<file path="src/steered_window_gradient_energy_assert.svh">
// Assertion macros for the gradient energy block.
// Each macro takes a label, the clock, the active-low reset, two expressions and a message.
`ifndef STEERED_WINDOW_GRADIENT_ENERGY_ASSERT_SVH
`define STEERED_WINDOW_GRADIENT_ENERGY_ASSERT_SVH
`ifndef SYNTH
// same-cycle implication
`define SWGE_ASSERT_IMP(label, clk, rst_n, ante, cons, msg) \
    label: assert property (@(posedge clk) disable iff (!rst_n) (ante) |-> (cons)) \
        else $error(msg);
// next-cycle implication
`define SWGE_ASSERT_NXT(label, clk, rst_n, ante, cons, msg) \
    label: assert property (@(posedge clk) disable iff (!rst_n) (ante) |=> (cons)) \
        else $error(msg);
`else
`define SWGE_ASSERT_IMP(label, clk, rst_n, ante, cons, msg)
`define SWGE_ASSERT_NXT(label, clk, rst_n, ante, cons, msg)
`endif
`endif

</file>
<file path="src/swge_pkg.sv">
package swge_pkg;

    localparam int WIN_RADIUS_DEF = 2;

    // fixed-point constants
    localparam logic [23:0] LN2_Q24   = 24'd11629080;
    localparam logic [25:0] LN2_X4    = 26'd46516320;
    localparam logic [28:0] LN2_X32   = 29'd372130560;
    localparam logic [24:0] ONE_Q24   = 25'd16777216;
    localparam logic [15:0] W_MAX     = 16'hFFFF;
    localparam logic [15:0] WS_RESET  = 16'd2048;
    localparam logic [39:0] E2_MAX    = 40'hFF_FFFF_FFFF;
    localparam logic [31:0] E1_MAX    = 32'hFFFF_FFFF;

    typedef struct packed {
        logic signed [15:0] grad_x;
        logic signed [15:0] grad_y;
        logic signed [15:0] cov_xx;
        logic signed [15:0] cov_cross;
        logic signed [15:0] cov_yy;
    } t_in_item;

    typedef struct packed {
        logic [31:0] energy_first;
        logic [39:0] energy_second;
        logic        saturated;
    } t_out_item;

    // unit requests
    typedef struct packed {
        logic        start;
        logic [6:0]  nbits;
        logic [63:0] a;
        logic [63:0] b;
    } t_mul_req;

    typedef struct packed {
        logic        start;
        logic [5:0]  nbits;
        logic [31:0] dividend;
        logic [23:0] divisor;
    } t_div_req;

    typedef struct packed {
        logic         start;
        logic [6:0]   npairs;
        logic [127:0] radicand;
    } t_sqrt_req;

    typedef enum logic [5:0] {
        S_IDLE, S_AXX, S_AYY, S_AXY, S_U_GO, S_U_WAIT, S_CLASS, S_N_WAIT,
        S_H_MGO, S_H_MWAIT, S_H_DGO, S_H_DWAIT, S_RND, S_SHIFT, S_WSAT,
        S_WX_GO, S_WX_WAIT, S_WY_GO, S_WY_WAIT,
        S_GXX_GO, S_GXX_WAIT, S_GYY_GO, S_GYY_WAIT, S_GXY_GO, S_GXY_WAIT,
        S_NEXT, S_DA_GO, S_DA_WAIT, S_DB_GO, S_DB_WAIT,
        S_R_GO, S_R_WAIT, S_E_GO, S_E_WAIT, S_OUT
    } t_state;

endpackage

</file>
<file path="src/swge_mul.sv">
// Bit-serial unsigned multiplier, multiplier bits taken MSB first.
module swge_mul import swge_pkg::*; (
    input  logic         i_clk,
    input  logic         i_rst_n,
    input  t_mul_req     i_req,
    output logic         o_done,
    output logic [127:0] o_prod
);

    logic [127:0] r_acc, n_acc;
    logic [63:0]  r_a, r_b;
    logic [6:0]   r_cnt;
    logic         r_busy, r_done;
    logic [5:0]   idx;

    // one shift-add step
    always_comb begin
        idx   = 6'(r_cnt - 7'd1);
        n_acc = {r_acc[126:0], 1'b0} + (r_b[idx] ? {64'b0, r_a} : 128'b0);
    end

    // control
    always_ff @(posedge i_clk) begin
        if (!i_rst_n) begin
            r_busy <= 1'b0;
            r_done <= 1'b0;
            r_cnt  <= '0;
        end else begin
            r_done <= 1'b0;
            if (i_req.start) begin
                r_busy <= 1'b1;
                r_cnt  <= i_req.nbits;
            end else if (r_busy) begin
                r_cnt <= r_cnt - 7'd1;
                if (r_cnt == 7'd1) begin
                    r_busy <= 1'b0;
                    r_done <= 1'b1;
                end
            end
        end
    end

    // operands and product
    always_ff @(posedge i_clk) begin
        if (i_req.start) begin
            r_acc <= '0;
            r_a   <= i_req.a;
            r_b   <= i_req.b;
        end else if (r_busy) begin
            r_acc <= n_acc;
        end
    end

    assign o_done = r_done;
    assign o_prod = r_acc;

endmodule

</file>
<file path="src/swge_div.sv">
// Restoring divider, one quotient bit per cycle.
module swge_div import swge_pkg::*; (
    input  logic        i_clk,
    input  logic        i_rst_n,
    input  t_div_req    i_req,
    output logic        o_done,
    output logic [31:0] o_quot,
    output logic [23:0] o_rem
);

    logic [23:0] r_rem, r_den, n_rem;
    logic [31:0] r_num, r_q;
    logic [5:0]  r_cnt;
    logic        r_busy, r_done;
    logic [4:0]  idx;
    logic [24:0] shifted;
    logic        ge;

    // trial subtract
    always_comb begin
        idx     = 5'(r_cnt - 6'd1);
        shifted = {r_rem, r_num[idx]};
        ge      = shifted >= {1'b0, r_den};
        n_rem   = ge ? 24'(shifted - {1'b0, r_den}) : shifted[23:0];
    end

    always_ff @(posedge i_clk) begin
        if (!i_rst_n) begin
            r_busy <= 1'b0;
            r_done <= 1'b0;
            r_cnt  <= '0;
        end else begin
            r_done <= 1'b0;
            if (i_req.start) begin
                r_busy <= 1'b1;
                r_cnt  <= i_req.nbits;
            end else if (r_busy) begin
                r_cnt <= r_cnt - 6'd1;
                if (r_cnt == 6'd1) begin
                    r_busy <= 1'b0;
                    r_done <= 1'b1;
                end
            end
        end
    end

    always_ff @(posedge i_clk) begin
        if (i_req.start) begin
            r_rem <= '0;
            r_q   <= '0;
            r_num <= i_req.dividend;
            r_den <= i_req.divisor;
        end else if (r_busy) begin
            r_rem <= n_rem;
            r_q   <= {r_q[30:0], ge};
        end
    end

    assign o_done = r_done;
    assign o_quot = r_q;
    assign o_rem  = r_rem;

endmodule

</file>
<file path="src/swge_sqrt.sv">
// Restoring integer square root, one radicand bit pair per cycle.
module swge_sqrt import swge_pkg::*; (
    input  logic        i_clk,
    input  logic        i_rst_n,
    input  t_sqrt_req   i_req,
    output logic        o_done,
    output logic [63:0] o_root
);

    logic [127:0] r_rad;
    logic [63:0]  r_root;
    logic [65:0]  r_rem, n_rem;
    logic [6:0]   r_cnt;
    logic         r_busy, r_done;
    logic [5:0]   idx;
    logic [67:0]  shifted, trial;
    logic         ge;

    // bring in next pair, try (root << 2) | 1
    always_comb begin
        idx     = 6'(r_cnt - 7'd1);
        shifted = {r_rem, r_rad[{idx, 1'b1}], r_rad[{idx, 1'b0}]};
        trial   = {2'b00, r_root, 2'b01};
        ge      = shifted >= trial;
        n_rem   = ge ? 66'(shifted - trial) : shifted[65:0];
    end

    always_ff @(posedge i_clk) begin
        if (!i_rst_n) begin
            r_busy <= 1'b0;
            r_done <= 1'b0;
            r_cnt  <= '0;
        end else begin
            r_done <= 1'b0;
            if (i_req.start) begin
                r_busy <= 1'b1;
                r_cnt  <= i_req.npairs;
            end else if (r_busy) begin
                r_cnt <= r_cnt - 7'd1;
                if (r_cnt == 7'd1) begin
                    r_busy <= 1'b0;
                    r_done <= 1'b1;
                end
            end
        end
    end

    always_ff @(posedge i_clk) begin
        if (i_req.start) begin
            r_rad  <= i_req.radicand;
            r_root <= '0;
            r_rem  <= '0;
        end else if (r_busy) begin
            r_rem  <= n_rem;
            r_root <= {r_root[62:0], ge};
        end
    end

    assign o_done = r_done;
    assign o_root = r_root;

endmodule

</file>
<file path="src/steered_window_gradient_energy.sv">
// Channel   Direction  Handshake           Payload
// input     in         i_valid / o_ready   i_item  (t_in_item, one window element)
// output    out        o_valid / i_ready   o_item  (t_out_item, one per window)
// config    in         i_cfg_wr_en         i_cfg_wr_data (weight_scale)
//
// An element whose weight clamps or vanishes skips the exponential. The time from an
// element's accept to the next ready is set by the bit-serial multiplier (one multiplier
// bit a cycle, fourteen products for an element that takes the exponential), the serial
// divider and the final normalizing shift. The last element of a window adds the two
// 64-bit products and the two square roots. Reset is synchronous and needs no clearing
// pass. A finished result waits in the output register; the next item is taken meanwhile,
// and only a second window end stalls until the result is taken.
`include "steered_window_gradient_energy_assert.svh"
module steered_window_gradient_energy import swge_pkg::*; #(
    parameter int WINDOW_RADIUS = WIN_RADIUS_DEF
) (
    input  logic        i_clk,
    input  logic        i_rst_n,
    input  logic        i_valid,
    output logic        o_ready,
    input  t_in_item    i_item,
    output logic        o_valid,
    input  logic        i_ready,
    output t_out_item   o_item,
    input  logic        i_cfg_wr_en,
    input  logic [15:0] i_cfg_wr_data
);

    localparam int SIDE  = 2 * WINDOW_RADIUS + 1;
    localparam int CNT_W = $clog2(SIDE);
    localparam int OFF_W = CNT_W + 1;
    localparam int C_W   = 2 * OFF_W;
    localparam int A_W   = C_W + 18;
    localparam int U_W   = A_W + 16;
    localparam int V_W   = U_W + 2;

    t_state r_state, n_state;

    // control state
    logic [CNT_W-1:0] r_col, r_row;
    logic signed [63:0] r_sum_xx, r_sum_yy, r_sum_xy;
    logic r_sat, r_out_valid;
    logic [15:0] r_ws;

    // working registers
    t_in_item           r_in;
    t_out_item          r_out;
    logic signed [A_W-1:0] r_a;
    logic [4:0]         r_n4;
    logic [23:0]        r_t;
    logic [24:0]        r_p;
    logic [3:0]         r_k;
    logic [39:0]        r_w40;
    logic [5:0]         r_sh;
    logic [15:0]        r_w;
    logic [19:0]        r_mx, r_my;
    logic               r_sx, r_sy;
    logic [127:0]       r_det;
    logic [63:0]        r_root;

    // units
    t_mul_req  mul_req;
    t_div_req  div_req;
    t_sqrt_req sqrt_req;
    logic         mul_done, div_done, sqrt_done;
    logic [127:0] mul_prod;
    logic [31:0]  div_quot;
    logic [23:0]  div_rem;
    logic [63:0]  sqrt_root;

    swge_mul u_mul (
        .i_clk(i_clk), .i_rst_n(i_rst_n), .i_req(mul_req),
        .o_done(mul_done), .o_prod(mul_prod)
    );

    swge_div u_div (
        .i_clk(i_clk), .i_rst_n(i_rst_n), .i_req(div_req),
        .o_done(div_done), .o_quot(div_quot), .o_rem(div_rem)
    );

    swge_sqrt u_sqrt (
        .i_clk(i_clk), .i_rst_n(i_rst_n), .i_req(sqrt_req),
        .o_done(sqrt_done), .o_root(sqrt_root)
    );

    // offsets and exponent terms
    logic signed [OFF_W-1:0] ox, oy;
    logic signed [C_W-1:0]   coef;
    logic signed [15:0]      cov_sel;
    logic signed [C_W+15:0]  term;
    logic                    last_elem;

    always_comb begin
        ox = $signed({1'b0, r_col}) - $signed(OFF_W'(WINDOW_RADIUS));
        oy = $signed({1'b0, r_row}) - $signed(OFF_W'(WINDOW_RADIUS));
        unique case (r_state)
            S_AXX: begin
                coef = ox * ox;
                cov_sel = r_in.cov_xx;
            end
            S_AYY: begin
                coef = oy * oy;
                cov_sel = r_in.cov_yy;
            end
            default: begin
                coef = ox * oy;
                cov_sel = r_in.cov_cross;
            end
        endcase
        term = coef * cov_sel;
        last_elem = (r_col == CNT_W'(SIDE - 1)) && (r_row == CNT_W'(SIDE - 1));
    end

    // exponent magnitude, range split
    logic                   a_neg;
    logic [A_W-1:0]         a_mag;
    logic signed [V_W-1:0]  u_s, v_val;
    logic                   v_neg, v_big;

    always_comb begin
        a_neg = r_a[A_W-1];
        a_mag = a_neg ? A_W'(-r_a) : A_W'(r_a);
        u_s   = $signed({2'b00, mul_prod[U_W-1:0]});
        v_val = (a_neg ? -u_s : u_s) + $signed(V_W'(LN2_X4));
        v_neg = v_val[V_W-1];
        v_big = !v_neg && ($unsigned(v_val) >= V_W'(LN2_X32));
    end

    // gradient magnitudes, rounding, window-end terms
    logic [15:0] gx_mag, gy_mag;
    logic [32:0] rnd;
    logic [63:0] sxy_mag, trace;
    logic [56:0] e2_wide;
    logic        out_load;

    always_comb begin
        gx_mag  = r_in.grad_x[15] ? 16'(-r_in.grad_x) : 16'(r_in.grad_x);
        gy_mag  = r_in.grad_y[15] ? 16'(-r_in.grad_y) : 16'(r_in.grad_y);
        rnd     = 33'(mul_prod[31:0]) + 33'd2048;
        sxy_mag = r_sum_xy[63] ? 64'(-r_sum_xy) : 64'(r_sum_xy);
        trace   = 64'(r_sum_xx) + 64'(r_sum_yy) + {r_root[62:0], 1'b0};
        e2_wide = 57'(({1'b0, r_root} + 65'd128) >> 8);
        out_load = (r_state == S_OUT) && (!r_out_valid || i_ready);
    end

    // state groups watched by the checks
    logic in_mul_wait, in_div_wait, win_clear;

    always_comb begin
        in_mul_wait = (r_state == S_U_WAIT) || (r_state == S_H_MWAIT)
                      || (r_state == S_WX_WAIT) || (r_state == S_WY_WAIT)
                      || (r_state == S_GXX_WAIT) || (r_state == S_GYY_WAIT)
                      || (r_state == S_GXY_WAIT) || (r_state == S_DA_WAIT)
                      || (r_state == S_DB_WAIT);
        in_div_wait = (r_state == S_N_WAIT) || (r_state == S_H_DWAIT);
        win_clear   = (r_sum_xx == 64'sd0) && (r_sum_yy == 64'sd0) && (r_sum_xy == 64'sd0)
                      && (r_col == '0) && (r_row == '0) && !r_sat;
    end

    // next state
    always_comb begin
        n_state = r_state;
        unique case (r_state)
            S_IDLE:     if (i_valid) n_state = S_AXX;
            S_AXX:      n_state = S_AYY;
            S_AYY:      n_state = S_AXY;
            S_AXY:      n_state = S_U_GO;
            S_U_GO:     n_state = S_U_WAIT;
            S_U_WAIT:   if (mul_done) n_state = S_CLASS;
            S_CLASS:    n_state = (v_neg || v_big) ? S_WX_GO : S_N_WAIT;
            S_N_WAIT:   if (div_done) n_state = S_H_MGO;
            S_H_MGO:    n_state = S_H_MWAIT;
            S_H_MWAIT:  if (mul_done) n_state = S_H_DGO;
            S_H_DGO:    n_state = S_H_DWAIT;
            S_H_DWAIT:  if (div_done) n_state = (r_k == 4'd1) ? S_RND : S_H_MGO;
            S_RND:      n_state = S_SHIFT;
            S_SHIFT:    if (r_sh == 6'd0) n_state = S_WSAT;
            S_WSAT:     n_state = S_WX_GO;
            S_WX_GO:    n_state = S_WX_WAIT;
            S_WX_WAIT:  if (mul_done) n_state = S_WY_GO;
            S_WY_GO:    n_state = S_WY_WAIT;
            S_WY_WAIT:  if (mul_done) n_state = S_GXX_GO;
            S_GXX_GO:   n_state = S_GXX_WAIT;
            S_GXX_WAIT: if (mul_done) n_state = S_GYY_GO;
            S_GYY_GO:   n_state = S_GYY_WAIT;
            S_GYY_WAIT: if (mul_done) n_state = S_GXY_GO;
            S_GXY_GO:   n_state = S_GXY_WAIT;
            S_GXY_WAIT: if (mul_done) n_state = S_NEXT;
            S_NEXT:     n_state = last_elem ? S_DA_GO : S_IDLE;
            S_DA_GO:    n_state = S_DA_WAIT;
            S_DA_WAIT:  if (mul_done) n_state = S_DB_GO;
            S_DB_GO:    n_state = S_DB_WAIT;
            S_DB_WAIT:  if (mul_done) n_state = S_R_GO;
            S_R_GO:     n_state = S_R_WAIT;
            S_R_WAIT:   if (sqrt_done) n_state = S_E_GO;
            S_E_GO:     n_state = S_E_WAIT;
            S_E_WAIT:   if (sqrt_done) n_state = S_OUT;
            S_OUT:      if (out_load) n_state = S_IDLE;
            default:    n_state = S_IDLE;
        endcase
    end

    // unit requests and handshake outputs
    always_comb begin
        mul_req  = '0;
        div_req  = '0;
        sqrt_req = '0;
        o_ready  = (r_state == S_IDLE);
        unique case (r_state)
            S_U_GO: begin
                mul_req = '{start: 1'b1, nbits: 7'd16, a: 64'(a_mag), b: 64'(r_ws)};
            end
            S_CLASS: begin
                div_req = '{start: !(v_neg || v_big), nbits: 6'd29,
                            dividend: 32'(v_val[28:0]), divisor: LN2_Q24};
            end
            S_H_MGO: begin
                mul_req = '{start: 1'b1, nbits: 7'd25, a: 64'(r_t), b: 64'(r_p)};
            end
            S_H_DGO: begin
                div_req = '{start: 1'b1, nbits: 6'd24,
                            dividend: 32'(mul_prod[47:24]), divisor: 24'(r_k)};
            end
            S_WX_GO: begin
                mul_req = '{start: 1'b1, nbits: 7'd16, a: 64'(gx_mag), b: 64'(r_w)};
            end
            S_WY_GO: begin
                mul_req = '{start: 1'b1, nbits: 7'd16, a: 64'(gy_mag), b: 64'(r_w)};
            end
            S_GXX_GO: begin
                mul_req = '{start: 1'b1, nbits: 7'd20, a: 64'(r_mx), b: 64'(r_mx)};
            end
            S_GYY_GO: begin
                mul_req = '{start: 1'b1, nbits: 7'd20, a: 64'(r_my), b: 64'(r_my)};
            end
            S_GXY_GO: begin
                mul_req = '{start: 1'b1, nbits: 7'd20, a: 64'(r_mx), b: 64'(r_my)};
            end
            S_DA_GO: begin
                mul_req = '{start: 1'b1, nbits: 7'd64, a: 64'(r_sum_xx), b: 64'(r_sum_yy)};
            end
            S_DB_GO: begin
                mul_req = '{start: 1'b1, nbits: 7'd64, a: sxy_mag, b: sxy_mag};
            end
            S_R_GO: begin
                sqrt_req = '{start: 1'b1, npairs: 7'd64, radicand: r_det};
            end
            S_E_GO: begin
                sqrt_req = '{start: 1'b1, npairs: 7'd32, radicand: {64'b0, trace}};
            end
            default: begin
                mul_req = '0;
            end
        endcase
    end

    // state register and window state
    always_ff @(posedge i_clk) begin
        if (!i_rst_n) begin
            r_state     <= S_IDLE;
            r_col       <= '0;
            r_row       <= '0;
            r_sum_xx    <= '0;
            r_sum_yy    <= '0;
            r_sum_xy    <= '0;
            r_sat       <= 1'b0;
            r_out_valid <= 1'b0;
            r_ws        <= WS_RESET;
        end else begin
            r_state <= n_state;
            if (i_cfg_wr_en) r_ws <= i_cfg_wr_data;
            if (out_load) r_out_valid <= 1'b1;
            else if (i_ready) r_out_valid <= 1'b0;
            unique case (r_state)
                S_CLASS: if (v_neg) r_sat <= 1'b1;
                S_WSAT: if (r_w40[39:16] != 24'd0) r_sat <= 1'b1;
                S_GXX_WAIT: if (mul_done) r_sum_xx <= r_sum_xx + 64'(mul_prod[39:0]);
                S_GYY_WAIT: if (mul_done) r_sum_yy <= r_sum_yy + 64'(mul_prod[39:0]);
                S_GXY_WAIT: begin
                    if (mul_done) begin
                        if (r_sx ^ r_sy) r_sum_xy <= r_sum_xy - 64'(mul_prod[39:0]);
                        else r_sum_xy <= r_sum_xy + 64'(mul_prod[39:0]);
                    end
                end
                S_NEXT: begin
                    if (!last_elem) begin
                        if (r_col == CNT_W'(SIDE - 1)) begin
                            r_col <= '0;
                            r_row <= r_row + CNT_W'(1);
                        end else begin
                            r_col <= r_col + CNT_W'(1);
                        end
                    end
                end
                S_OUT: begin
                    if (out_load) begin
                        r_col    <= '0;
                        r_row    <= '0;
                        r_sum_xx <= '0;
                        r_sum_yy <= '0;
                        r_sum_xy <= '0;
                        r_sat    <= 1'b0;
                    end
                end
                default: begin
                end
            endcase
        end
    end

    // datapath registers
    always_ff @(posedge i_clk) begin
        unique case (r_state)
            S_IDLE: begin
                if (i_valid) begin
                    r_in <= i_item;
                    r_a  <= '0;
                end
            end
            S_AXX, S_AYY, S_AXY: r_a <= r_a + A_W'(term);
            S_CLASS: begin
                if (v_neg) r_w <= W_MAX;
                else if (v_big) r_w <= 16'd0;
            end
            S_N_WAIT: begin
                if (div_done) begin
                    r_n4 <= div_quot[4:0];
                    r_t  <= div_rem;
                    r_p  <= ONE_Q24;
                    r_k  <= 4'd8;
                end
            end
            S_H_DWAIT: begin
                if (div_done) begin
                    r_p <= ONE_Q24 - 25'(div_quot);
                    r_k <= r_k - 4'd1;
                end
            end
            S_RND: begin
                r_w40 <= 40'(r_p) + (40'd1 << (6'(r_n4) + 6'd7));
                r_sh  <= 6'(r_n4) + 6'd8;
            end
            S_SHIFT: begin
                if (r_sh != 6'd0) begin
                    r_w40 <= r_w40 >> 1;
                    r_sh  <= r_sh - 6'd1;
                end
            end
            S_WSAT: r_w <= (r_w40[39:16] != 24'd0) ? W_MAX : r_w40[15:0];
            S_WX_WAIT: begin
                if (mul_done) begin
                    r_mx <= rnd[31:12];
                    r_sx <= r_in.grad_x[15];
                end
            end
            S_WY_WAIT: begin
                if (mul_done) begin
                    r_my <= rnd[31:12];
                    r_sy <= r_in.grad_y[15];
                end
            end
            S_DA_WAIT: if (mul_done) r_det <= mul_prod;
            S_DB_WAIT: begin
                if (mul_done) r_det <= (r_det >= mul_prod) ? r_det - mul_prod : 128'd0;
            end
            S_R_WAIT: if (sqrt_done) r_root <= sqrt_root;
            S_OUT: begin
                if (out_load) begin
                    r_out.energy_first  <= (sqrt_root[63:32] != 32'd0) ? E1_MAX
                                                                     : sqrt_root[31:0];
                    r_out.energy_second <= (e2_wide[56:40] != 17'd0) ? E2_MAX
                                                                   : e2_wide[39:0];
                    r_out.saturated     <= r_sat || (sqrt_root[63:32] != 32'd0)
                                           || (e2_wide[56:40] != 17'd0);
                end
            end
            default: begin
            end
        endcase
    end

    assign o_valid = r_out_valid;
    assign o_item  = r_out;

    // checks
    `SWGE_ASSERT_IMP(a_mul_done_in_wait, i_clk, i_rst_n, mul_done, in_mul_wait, "stray mul done")
    `SWGE_ASSERT_IMP(a_div_done_in_wait, i_clk, i_rst_n, div_done, in_div_wait, "stray div done")
    `SWGE_ASSERT_NXT(a_result_shown, i_clk, i_rst_n, out_load, o_valid, "loaded result not shown")
    `SWGE_ASSERT_NXT(a_window_cleared, i_clk, i_rst_n, out_load, win_clear, "window not cleared")

endmodule
</file>
<file path="config.mk">
export PLATFORM = sky130hd
export DESIGN_NAME = steered_window_gradient_energy
export DESIGN_NICKNAME = d
export VERILOG_FILES = /design/src/swge_pkg.sv /design/src/swge_mul.sv /design/src/swge_div.sv /design/src/swge_sqrt.sv /design/src/steered_window_gradient_energy.sv
export VERILOG_INCLUDE_DIRS = /design/src /design/src/src
export SDC_FILE = /design/constraint.sdc
export NUM_CORES = 2
export LEC_CHECK = 0
export BUFFER_PORTS_ARGS = -buffer_cell sky130_fd_sc_hd__buf_4
export CAP_MARGIN = 20
export CORE_UTILIZATION = 30
export CTS_CLUSTER_DIAMETER = 60
export CTS_CLUSTER_SIZE = 25
export DETAILED_ROUTE_END_ITERATION = 7
export PLACE_DENSITY = 0.44
export SYNTH_ARGS = -nofsm -noshare
export SYNTH_HDL_FRONTEND = slang
export SYNTH_SLANG_ARGS = --single-unit
</file>
<file path="constraint.sdc">
create_clock -name i_clk -period 14.8 [get_ports i_clk]
set_input_delay 1.48 -clock i_clk [delete_from_list [all_inputs] [get_ports i_clk]]
set_output_delay 1.48 -clock i_clk [all_outputs]
set_load 0.01 [all_outputs]
</file>
==> summary.txt <==
Yosys
  – Post-synth ARST share: 0%
  – Fraction of post-synthesis cell area in the top cell type by area: 25.2%
  – Syn nets: ~12000
  – Compound-Gate Fraction of Synth Area: a little under a fifth
  – Top-count cell post-synth: nor2_1
  – Post-Syn Instances: around 11000
  – Synth Area per Inst: between 9 and 10 µm²
  – Largest family of logic cells by synthesized area: compound AO/OA/AOI/OAI gates
  – Ranking of synthesized cells by area: edfxtp_1, dfxtp_1, ha_1, xnor2_1, fa_1
  – Top_reg_cell synth: edfxtp_1
  – Synth warn: 0
  – Seq cells post-synth: 1378
  – EDFF count, synth: 823
  – Mapped Area: between 90000 and 100000 µm²
  – Multiplexer share of the synthesized area: under 10%
  – Post-synth top cells: nor2_1, nand2_1, edfxtp_1
  – Post-Synth Adder-Cell Area: between 10 and 15%
  – Synth area leader: edfxtp_1
  – XOR/XNOR share of the synthesized area: 8.13%
  – Count of unique library cells instantiated by Yosys: 100
  – Seq/Total Area, Yosys: a little over a third
  – Simple-gate portion of the synthesized area: around 16%

Power and ir drop
  – Max VDD drop: just over 200 µV
  – Pwr dens: roughly 230 nW/µm²
  – Leakage: between 40 and 50 nW

Clock tree
  – # Post-CTS Setup Buffers: 0
  – Hold-fix buffers at CTS: 0
  – CTS sink count: about 1400
  – Post-cts sizing count: 0
  – Maximum root-to-sink buffer count: 4
  – CTS root buffer: clkbuf_16
  – Clk_lat worst skew: 0.90 ns
  – CTS buffer count: ~170
  – Clock transition at path regs: about 0.070 ns
  – H-tree depth: 4
  – CTS tree: yes

STA
  – Slew headroom: between 10% and 20%
  – Crit path time final: around 11 ns
  – # setup viols final: 0
  – Fin. Hold Viols: 0
  – Post-route clock period utilization: roughly 75%
  – Fmax: ~90 MHz
  – RSZ-0062 raised after global routing: no
  – Worst-margin pin slew: about 1.3 ns
  – Post-route clock skew: 0.100 ns
  – Slew Limit Fails: 0
  – Setup TNS: 0 ns

Place
  – GP Congestion: around 0.96
  – Post-DP HPWL: ~300 mm
  – Port bufs: between 150 and 200
  – Placed Instances: approximately 15000

Floorplanning
  – Core ar.: approximately 330000 µm²
  – Die Area: ~330000 µm²
  – Starting Density: between 30 and 40%
  – Die Y-Extent: 574 µm
  – Cell row count: between 200 and 250
  – Top Ports: between 150 and 200
  – Die Span X: between 500 and 600 µm

Setup path
  – Startpoint Class: flop
  – Crit path max fanout: 17
  – Crit path max-delay family: adder cells
  – WS Path Type: reg -> reg
  – Worst Path Required: 15.43 ns
  – Crit path top cell by count: fa_1
  – Worst EP arrival: 11.75 ns
  – CP bufs+invs: 7
  – Max incr delay on CP: about 0.64 ns
  – Critical path's slowest cell: a2111oi_0
  – CP Capture Type: flop

Global route
  – First-pass GRT wire length: between 500 and 600 mm
  – Vias in the first global route: 80000
  – Pin count of the biggest net entering global routing: roughly 100
  – GR Overflow Total: 0
  – Initial antenna violation count: 16
  – GRT Util Overall: 22.5%

Route
  – Antenna-violating nets left: 0
  – Final Routed Wirelength: between 300 and 400 mm
  – Vias/cell: roughly 5.4
  – Routed wire length per instance: 25.1 µm
  – DR vias: just over 80000
  – Detailed-route DRC error count: 0
  – Iter 0 DRT Violations: 7277
  – Detailed Routing Iterations Pass 1: 7

Finish
  – Area grow syn2layout: 12.7%
  – Post-Layout Cell Count: 15300
  – Final #Nets: about 12000
  – Layout cell share with drive strength beyond 1: 7.72%

Outcome
  – Status: complete, no violations

Flow run
  – Max_cap viols: 0

Worst hold path
  – Min-delay worst type: reg -> reg
==> layout make-up <==
class | instances | area (µm²)
tap | 4325 | 5410
inverter | 611 | 2320
clock inverter | 127 | 1600
multi-input combinational | 8303 | 58300
fill | 33400 | 214000
clock buffer | 190 | 4520
antenna | 6 | 15.0
timing repair buffer | 343 | 2620
sequential | 1378 | 35800
==> worst reg2reg max path, delay by kind of cell (launching register included) <==
| family | cells | cell delay [ns] |
|---|---|---|
| adder cells (fa/ha/maj) | 12 | 5.51 |
| AO/OA/AOI/OAI | 14 | 2.87 |
| buffers and inverters | 7 | 0.73 |
| AND/OR/NAND/NOR | 4 | 0.68 |
| flip-flops | 1 | 0.55 |
| XOR/XNOR | 3 | 0.51 |
==> where the power goes <==
part	internal [mW]	switching, mW	total [mW]
clock network	2.55	2.05	4.60
registers	4.97	0.625	5.59
logic	5.74	9.49	15.2
total	13.3	12.2	25.4
==> flip-flops by register name, indices dropped and copies added, names as in the netlist, 20 cells and up <==
signal and cells:
r_p 25, u_sqrt.r_rad 128, r_w40 40, r_t 24, r_sum_yy 64, u_sqrt.o_root 64, u_sqrt.r_rem 66, o_item 73
r_mx 20, u_mul.o_prod 128, u_div.o_rem 24, u_div.r_num 29, u_div.o_quot 25, r_sum_xy 64, r_my 20, r_sum_xx 64
r_root 64, u_mul.r_b 64, u_mul.r_a 64, r_det 128, r_a 26, r_in 80
==> metal layers <==
metal	global-route usage [%]	wire length, µm	vias up	part of all wire, %
met1	31.0	175000	41100	46
met5	0	34	-	0.0089
li1	-	-	38900	-
met3	2.49	18100	437	4.7
met2	37.2	178000	2294	46
met4	6.44	12000	6	3.1
==> path summary, 6_finish.rpt <==
path	start	endpoint	slack, ns	depth (start not counted)
worst max-delay path	r_row[1]	r_a[25]	3.68	40
worst max register to register	r_row[1]	r_a[25]	3.68	40
worst min-delay path	u_sqrt.o_root[31]	r_root[31]	0.49	0
worst min register to register	u_sqrt.o_root[31]	r_root[31]	0.49	0
==> cells by family (layout without fill, tap and decap cells) <==
family          Yosys count  in the layout
xor+xnor                912            912
mux                     258            258
buf+inv                1148           1271
flops                  1378           1378
fa+ha+maj               831            831
compound gates         2897           2897
simple gates           3404           3404
other cells               1              7
==> cells in the final DEF, fill, tap and decap left out, types with 71 or more instances in the layout <==
cell,instances
clkbuf_16,176
o21ai_0,685
fa_1,219
a211oi_1,87
a22oi_1,134
o21a_1,81
and3_1,106
a21oi_1,775
o31ai_1,92
ha_1,611
xnor2_1,581
nor2_1,975
nand4_1,157
buf_4,339
nor3_1,183
nor2b_1,117
nand3_1,295
dfxtp_1,550
nand2_1,925
edfxtp_1,823
xor2_1,327
o21bai_1,98
a21o_1,441
a31oi_1,71
inv_1,598
and2_1,175
nand2b_1,129
mux2i_1,190
==> metrics by stage <==
| stage | area, µm² | worst slack (ns) | hold slack, ns | util (%) | total power, mW |
|---|---|---|---|---|---|
| 2_1_floorplan | 98200 | 4.25 | 0.428 | - | 16.4 |
| 3_3_place_gp | 104000 | 3.31 | 0.477 | 32.1 | 20.8 |
| 3_5_place_dp | 104000 | 3.64 | 0.480 | 32.1 | 20.8 |
| 4_1_cts | 111000 | 3.60 | 0.497 | 34.0 | 25.5 |
| 5_1_grt | 111000 | 2.84 | 0.509 | 34.0 | 27.4 |
| 6_report | 111000 | 3.68 | 0.494 | 34.0 | 25.4 |
(Power assumes the default switching activity.)
